[src/rtl/tlf_pkg.sv]
`default_nettype none
package tlf_pkg;

   // line geometry
   localparam int LINE_WIDTH = 16;
   localparam int TAB_STOP   = 8;

   // column index and emit count widths
   localparam int IDX_W = $clog2(LINE_WIDTH);
   localparam int CNT_W = $clog2(LINE_WIDTH + 1);

   // character codes
   localparam logic [7:0] CH_TAB   = 8'd9;
   localparam logic [7:0] CH_NL    = 8'd10;
   localparam logic [7:0] CH_BLANK = 8'd32;

   typedef enum logic [1:0] {
      ST_IDLE,
      ST_EMIT,
      ST_NEWL
   } tlf_state_type;

   // per-cell control from the sequencer
   typedef struct packed {
      logic       shift;
      logic       write;
      logic [7:0] wdata;
   } cell_ctrl_type;

   // end column (exclusive) of tab group g, clipped to the line
   function automatic int grp_end(input int g);
      int e;
      e = (g + 1) * TAB_STOP;
      return (e > LINE_WIDTH) ? LINE_WIDTH : e;
   endfunction

endpackage
`default_nettype wire

[src/rtl/tlf_if.sv]
`default_nettype none
// input character channel
interface tlf_req_if;
   logic       valid;
   logic       ready;
   logic [7:0] char_in;

   modport source (output valid, output char_in, input ready);
   modport sink   (input valid, input char_in, output ready);
endinterface

// emitted character channel
interface tlf_rsp_if;
   logic       valid;
   logic       ready;
   logic [7:0] char_out;
   logic       last;

   modport source (output valid, output char_out, output last, input ready);
   modport sink   (input valid, input char_out, input last, output ready);
endinterface
`default_nettype wire

[src/rtl/tlf_cell.sv]
`default_nettype none
module tlf_cell (
   input  wire                        clock,
   input  wire tlf_pkg::cell_ctrl_type ctrl,
   input  wire  [7:0]                 right_in,
   output logic [7:0]                 data_out
);
   import tlf_pkg::*;

   logic [7:0] data_ff;
   logic [7:0] data_in;

   // shift toward column 0 on emit, otherwise take a write
   always_comb begin
      data_in = data_ff;
      if (ctrl.shift) begin
         data_in = right_in;
      end else if (ctrl.write) begin
         data_in = ctrl.wdata;
      end
   end

   always_ff @(posedge clock) begin
      data_ff <= data_in;
   end

   assign data_out = data_ff;

endmodule
`default_nettype wire

[src/rtl/text_line_folder_unit.sv]
`default_nettype none
// A character that completes no line is absorbed with no beat.
// A line of N buffered characters leaves as N+1 beats (newline last), one per cycle
// while rsp is ready; the column shift chain moves one column per beat. No input
// is taken while a line drains. Reset: sequencer idle, column and fold mark zero;
// cell contents are not cleared.
module text_line_folder_unit (
   input  wire      clock,
   input  wire      reset,
   tlf_req_if.sink  req_bus,
   tlf_rsp_if.source rsp_bus
);
   import tlf_pkg::*;

   tlf_state_type state_ff, state_in;
   logic [IDX_W-1:0] col_ff, col_in;
   logic [IDX_W-1:0] lb_ff, lb_in;     // last blank above column 0, 0 = none
   logic [CNT_W-1:0] cnt_ff, cnt_in;   // characters left to emit

   cell_ctrl_type    ctrl [LINE_WIDTH];
   logic [7:0]       cell_q [LINE_WIDTH];

   logic             accept;
   logic [CNT_W-1:0] col_ext;
   logic [CNT_W-1:0] tab_stop;
   logic [IDX_W-1:0] new_lb;
   logic [CNT_W-1:0] fold;
   logic             is_blank;

   // cell row: each cell takes its right neighbor on shift
   for (genvar i = 0; i < LINE_WIDTH; i++) begin : g_cell
      localparam int GRP_LO = (i / TAB_STOP) * TAB_STOP;
      logic [7:0] right_q;
      logic       tab_hit;

      if (i == LINE_WIDTH - 1) begin : g_end
         assign right_q = CH_BLANK;
      end else begin : g_mid
         assign right_q = cell_q[i+1];
      end

      // tab blanks this cell when it lies in the current group at or past the column
      assign tab_hit = (col_ff >= IDX_W'(GRP_LO)) && (col_ff <= IDX_W'(i));

      always_comb begin
         ctrl[i].shift = (state_ff == ST_EMIT) && rsp_bus.ready;
         ctrl[i].write = 1'b0;
         ctrl[i].wdata = req_bus.char_in;
         if (accept) begin
            if (req_bus.char_in == CH_TAB) begin
               ctrl[i].write = tab_hit;
               ctrl[i].wdata = CH_BLANK;
            end else if (req_bus.char_in != CH_NL) begin
               ctrl[i].write = (col_ff == IDX_W'(i));
            end
         end
      end

      tlf_cell u_cell (
         .clock    (clock),
         .ctrl     (ctrl[i]),
         .right_in (right_q),
         .data_out (cell_q[i])
      );
   end

   assign req_bus.ready = (state_ff == ST_IDLE);
   assign accept        = req_bus.valid && req_bus.ready;
   assign col_ext       = CNT_W'(col_ff);
   assign is_blank      = (req_bus.char_in == CH_BLANK) && (col_ff != '0);

   // end of the tab group holding the current column
   always_comb begin
      tab_stop = CNT_W'(LINE_WIDTH);
      for (int g = 0; g < (LINE_WIDTH + TAB_STOP - 1) / TAB_STOP; g++) begin
         if ((col_ext >= CNT_W'(g * TAB_STOP)) && (col_ext < CNT_W'(grp_end(g)))) begin
            tab_stop = CNT_W'(grp_end(g));
         end
      end
   end

   // fold point once the last column is written
   assign new_lb = is_blank ? col_ff : lb_ff;
   assign fold   = (new_lb != '0) ? (CNT_W'(new_lb) + CNT_W'(1)) : CNT_W'(LINE_WIDTH);

   // sequencer
   always_comb begin
      state_in         = state_ff;
      col_in           = col_ff;
      lb_in            = lb_ff;
      cnt_in           = cnt_ff;
      rsp_bus.valid    = 1'b0;
      rsp_bus.char_out = cell_q[0];
      rsp_bus.last     = 1'b0;
      case (state_ff)
         ST_IDLE: begin
            if (accept) begin
               case (req_bus.char_in)
                  CH_TAB: begin
                     if (tab_stop == CNT_W'(LINE_WIDTH)) begin
                        cnt_in   = CNT_W'(LINE_WIDTH);
                        col_in   = '0;
                        lb_in    = '0;
                        state_in = ST_EMIT;
                     end else begin
                        col_in = IDX_W'(tab_stop);
                        lb_in  = IDX_W'(tab_stop - CNT_W'(1));
                     end
                  end
                  CH_NL: begin
                     if (col_ff != '0) begin
                        cnt_in   = col_ext;
                        state_in = ST_EMIT;
                     end
                     col_in = '0;
                     lb_in  = '0;
                  end
                  default: begin
                     if (col_ff == IDX_W'(LINE_WIDTH - 1)) begin
                        cnt_in   = fold;
                        col_in   = IDX_W'(CNT_W'(LINE_WIDTH) - fold);
                        lb_in    = '0;
                        state_in = ST_EMIT;
                     end else begin
                        col_in = col_ff + IDX_W'(1);
                        lb_in  = new_lb;
                     end
                  end
               endcase
            end
         end
         ST_EMIT: begin
            rsp_bus.valid = 1'b1;
            if (rsp_bus.ready) begin
               cnt_in = cnt_ff - CNT_W'(1);
               if (cnt_ff == CNT_W'(1)) begin
                  state_in = ST_NEWL;
               end
            end
         end
         ST_NEWL: begin
            rsp_bus.valid    = 1'b1;
            rsp_bus.char_out = CH_NL;
            rsp_bus.last     = 1'b1;
            if (rsp_bus.ready) begin
               state_in = ST_IDLE;
            end
         end
         default: begin
            state_in = ST_IDLE;
         end
      endcase
   end

   always_ff @(posedge clock) begin
      if (reset) begin
         state_ff <= ST_IDLE;
         col_ff   <= '0;
         lb_ff    <= '0;
         cnt_ff   <= '0;
      end else begin
         state_ff <= state_in;
         col_ff   <= col_in;
         lb_ff    <= lb_in;
         cnt_ff   <= cnt_in;
      end
   end

endmodule
`default_nettype wire

[src/flat_wrapper.sv]
// flat-port wrapper written by rule: the top's interface ports become plain ports
module text_line_folder_unit_flat import tlf_pkg::*;
  (clock, reset, req_bus_valid, req_bus_char_in, req_bus_ready, rsp_bus_valid, rsp_bus_char_out, rsp_bus_last, rsp_bus_ready);
  tlf_req_if req_bus_i ();
  tlf_rsp_if rsp_bus_i ();
  input  wire clock;
  input  wire reset;
  input wire logic [$bits(req_bus_i.valid)-1:0] req_bus_valid;
  input wire logic [$bits(req_bus_i.char_in)-1:0] req_bus_char_in;
  output wire logic [$bits(req_bus_i.ready)-1:0] req_bus_ready;
  output wire logic [$bits(rsp_bus_i.valid)-1:0] rsp_bus_valid;
  output wire logic [$bits(rsp_bus_i.char_out)-1:0] rsp_bus_char_out;
  output wire logic [$bits(rsp_bus_i.last)-1:0] rsp_bus_last;
  input wire logic [$bits(rsp_bus_i.ready)-1:0] rsp_bus_ready;
  assign req_bus_i.valid = req_bus_valid;
  assign req_bus_i.char_in = req_bus_char_in;
  assign req_bus_ready = req_bus_i.ready;
  assign rsp_bus_valid = rsp_bus_i.valid;
  assign rsp_bus_char_out = rsp_bus_i.char_out;
  assign rsp_bus_last = rsp_bus_i.last;
  assign rsp_bus_i.ready = rsp_bus_ready;
  text_line_folder_unit u_core (.clock(clock), .reset(reset), .req_bus(req_bus_i), .rsp_bus(rsp_bus_i));
endmodule
[config.mk]
export PLATFORM = sky130hd
export DESIGN_NAME = text_line_folder_unit_flat
export DESIGN_NICKNAME = d
export VERILOG_FILES = /design/src/rtl/tlf_pkg.sv /design/src/rtl/tlf_if.sv /design/src/rtl/tlf_cell.sv /design/src/rtl/text_line_folder_unit.sv /design/src/flat_wrapper.sv
export SDC_FILE = /design/constraint.sdc
export NUM_CORES = 1
export LEC_CHECK = 0
export BUFFER_PORTS_ARGS = -buffer_cell sky130_fd_sc_hd__buf_2
export CAP_MARGIN = 20
export CORE_MARGIN = 8
export CORE_UTILIZATION = 49
export CTS_BUF_LIST = sky130_fd_sc_hd__clkbuf_8
export DETAILED_ROUTE_END_ITERATION = 10
export PLACE_DENSITY_LB_ADDON = 0.2
export SLEW_MARGIN = 40
export SYNTH_ARGS = -nofsm -noshare
export SYNTH_HDL_FRONTEND = slang
export SYNTH_SLANG_ARGS = --single-unit
[constraint.sdc]
create_clock -name clock -period 3.4 [get_ports clock]
set_input_delay 0.17 -clock clock [delete_from_list [all_inputs] [get_ports clock]]
set_output_delay 0.17 -clock clock [all_outputs]
set_load 0.01 [all_outputs]
==> results by stage <==
Clock tree:
- The number of buffers on the longest clock path is 2.
- The total CTS buffers is 17.
- In this run, post-CTS hold repair placed 4 buffers.
- The TritonCTS clock tree is done.
- The number of post-CTS setup repair buffers is 0.
- The number of gates resized after CTS was 0.
- The clock-pin transition on the worst setup and hold timing paths is 0.07 ns.
- The clock root buffer master is clkbuf_8.
- The sink count of the clock tree is 143.
- Clock latency on the worst-skew pair, taken at its later pin, is 0.43 ns.
- The number of levels in the clock H-tree is 4.

Drt:
- For this run, the detailed router's first-pass iteration total came to 4.
- The detail-routed via count per cell is 5.817.
- After the first detailed-routing iteration, the DRC count stood at 422.
- The remaining antenna violation count is 0.
- The detailed-route via count is 4380.
- In the final routed layout, each cell accounts on average for 18.15 um.
- After detailed routing, the number of remaining DRC violations is 0.
- The total wire length after detailed routing is 13670 um.

Cells and area:
- Measured on the finished design, the core utilization comes to 0.5616.
- Of the cells placed in the final design, the portion with a size suffix greater than 1 is 0.1404.
- From synthesis to final layout, the design area changed by 11.30%.
- The area of all placed cells without fillers is 7467 um2.
- Fill cells in the final layout number 1167.
- The final net count is 587.
- The finished layout holds 753 standard cells, fillers aside.
- The number of antenna diodes in the final layout is 0.

Power:
- The cell-internal power is 0.003062 W.
- The leakage power is 3.146 nW.
- The sequential share of power is 0.520.
- The switching power is 0.001067 W.
- The power share of the combinational group is 0.159.
- Of the total power, the share spent switching nets is 0.2584.
- Dividing total power by cell area gives a power density of 553.1 nW/um2.
- Of the total power, the clock network draws 0.321.
- The largest voltage drop on the vdd net is 0.2556 mV.

Die:
- The die area is 17690 um2.
- In this run the standard cell core region covers 13300 um2.
- The die span in y is 133.0 um.
- The floorplan step set the die width to 133.0 um.
- For this configuration, the core starts out at a cell density of 0.5046.
- The floorplan has 42 rows.
- The top-level I/O count is 23.

Critical path:
- The category of the critical setup timing path is primary input to flop.
- The endpoint arrival time on the critical path is 3.14 ns.
- STA classifies the critical path startpoint as a primary input.
- The required time of the critical path is 3.48 ns.
- In this run the worst path has a maximum fanout of 14.
- STA classifies the critical path endpoint as a flop.

Placed design:
- Summing all placed instances gives a cell area of 7029 um2.
- Once placement completed, the tool counted placed cells totaling 716.
- In this run the tool buffered the top-level ports with 22 buffer cells.
- The detailed placer's ending HPWL is 9561 um.
- The worst setup timing slack at the placement stage is 0.4723 ns.
- The last weighted congestion value of the routability-driven placer is 0.9312.

Timing:
- The transition time at the pin with the least slew margin is 0.7907 ns.
- The highest attainable clock frequency is 326.8 MHz.
- Setup violations remaining at the end of the flow were counted as 0.
- On the final layout, the worst clock skew is 0.01100 ns.
- The relative slew slack is 0.4694.
- The minimum setup slack in the final design is 0.3405 ns.
- Setup repair after global routing left no endpoint under its margin.
- The final number of max-transition violations came to 0.
- Dividing the final minimum period by the clock period gives 0.8999.
- The shortest clock period the worst path allows after layout is 3.060 ns.
- After routing, the total negative slack on setup checks comes to 0 ns.
- The count of final hold-check violations came to 0.

Synth:
- The number of nets in the synthesized netlist is 567.
- After synthesis, the cell types taking the most area are edfxtp_1 54%, a21o_1 13%, dfxtp_1 6.9%, clkbuf_1 2.1%, ha_1 2.1%.
- The count of different cell masters after synthesis is 55.
- The post-synthesis instance area is 6709 um2.
- The flip-flop and latch count after synthesis is 143.
- The commonest cells after synthesis are 120 x a21o_1, 120 x edfxtp_1, 38 x clkbuf_1, 27 x nor2_1, 23 x dfxtp_1.
- In this run, synthesis inferred 120 flip-flops with an integrated enable.
- The largest total area in the synthesized netlist belongs to edfxtp_1.
- For this run, the register share of the synthesized area comes to 0.6057.
- The mean cell area of the mapped netlist is 12.33 um2.
- In the synthesized netlist the async set-or-reset flop fraction comes to 0.
- Yosys printed 0 warnings.
- For this run, the leading register cell type out of synthesis is edfxtp_1.
- The gate count of the mapped netlist is 544.
- The proportion of netlist area held by the largest area contributor is 0.5371.

GRT:
- The number of global-route vias before repair is 4242.
- Entering global routing, the biggest net connects 111 pins.
- The number of antenna violations at the first check in global routing is 0.
- The overall track demand over capacity in global routing is 0.1598.
- The wire length of the first global-routing pass is 22250 um.
- The global-route congestion overflow total is 0.

Status:
- The run finished with clean final reports.

Min path:
- The type of the worst min-delay path is primary input to flop.

Job:
- The tool flagged a number of max-cap violations equal to 0.
flip-flops by register name, summed over array words and instances (netlist names):
name / flops
u_core.col_ff: 4
u_core.lb_ff: 4
u_core.state_ff: 2
u_core.g_cell.u_cell.data_out: 128
u_core.cnt_ff: 5
through the flow:
stage	power (W)	hold slack [ns]
floorplan	0.002630	0.3172
global placement	0.002828	0.4425
detailed placement	0.002842	0.4554
CTS	0.004182	0.0009677
global route	0.004334	0.09709
finish	0.004130	0.09271
worst max-delay path, cell delays in order:
cell and delay [ns]:
dlygate4sd3_1 0.52, buf_2 0.14, or4_1 0.82, or3_1 0.64, and3_1 0.26, o21ai_0 0.26
o21ai_1 0.32
power groups by stage:
stage               registers (W)  clock network, W  logic, W
global route              0.00216           0.00145  0.000726
global placement          0.00218                 0  0.000645
CTS                       0.00215           0.00137  0.000660
detailed placement        0.00219                 0  0.000654
floorplan                 0.00217                 0  0.000462
finish                    0.00215           0.00133  0.000655
cell usage in the layout (no fill, tap or decap), drive strengths merged, types with 7 or more instances in the layout:
cell type,netlist,final
inv,11,16
nand2,13,13
dfxtp,23,23
nand2b,8,8
edfxtp,120,120
nor3,11,11
a21oi,17,17
buf,8,42
o31ai,7,7
and2,8,8
o21ai,20,20
nor2b,11,11
nor2,27,27
ha,11,11
clkinv,0,7
a21o,120,120
clkbuf,38,17
mux2i,13,13
worst paths after layout:
kind	from	to	slack (ns)	cells past startpoint
setup reg to reg	u_core.col_ff[0]	u_core.col_ff[1]	0.40	11
setup / recovery	req_bus_char_in[2]	u_core.g_cell[14].u_cell.data_out[0]	0.34	7
hold / removal	req_bus_char_in[1]	u_core.g_cell[15].u_cell.data_out[1]	0.09	3
hold reg to reg	u_core.g_cell[15].u_cell.data_out[0]	u_core.g_cell[15].u_cell.data_out[0]	0.48	2
per-layer routing:
layer	vias up	wire [um]	track usage
li1	2081	-	-
met1	2166	6397	0.2084
met2	124	6353	0.2417
met3	9	789	0.05034
met4	0	127	0.06435
met5	-	0	0
kinds of logic after synthesis:
family | share of synthesized area
xor+xnor | 0.01044
simple gates | 0.09549
flops | 0.6057
compound gates | 0.2120
mux | 0.02163
fa+ha+maj | 0.02051
buf+inv | 0.03413
layout make-up:
class	count	area, um2	area share
clock inverter	15	153.9	0.02061
inverter	11	41.29	0.005529
multi-input combinational	344	2431	0.3256
clock buffer	17	234.0	0.03133
timing repair buffer	47	322.8	0.04323
tap	176	220.2	0.02949
sequential	143	4064	0.5442
Power figures use the tool's default switching activity.
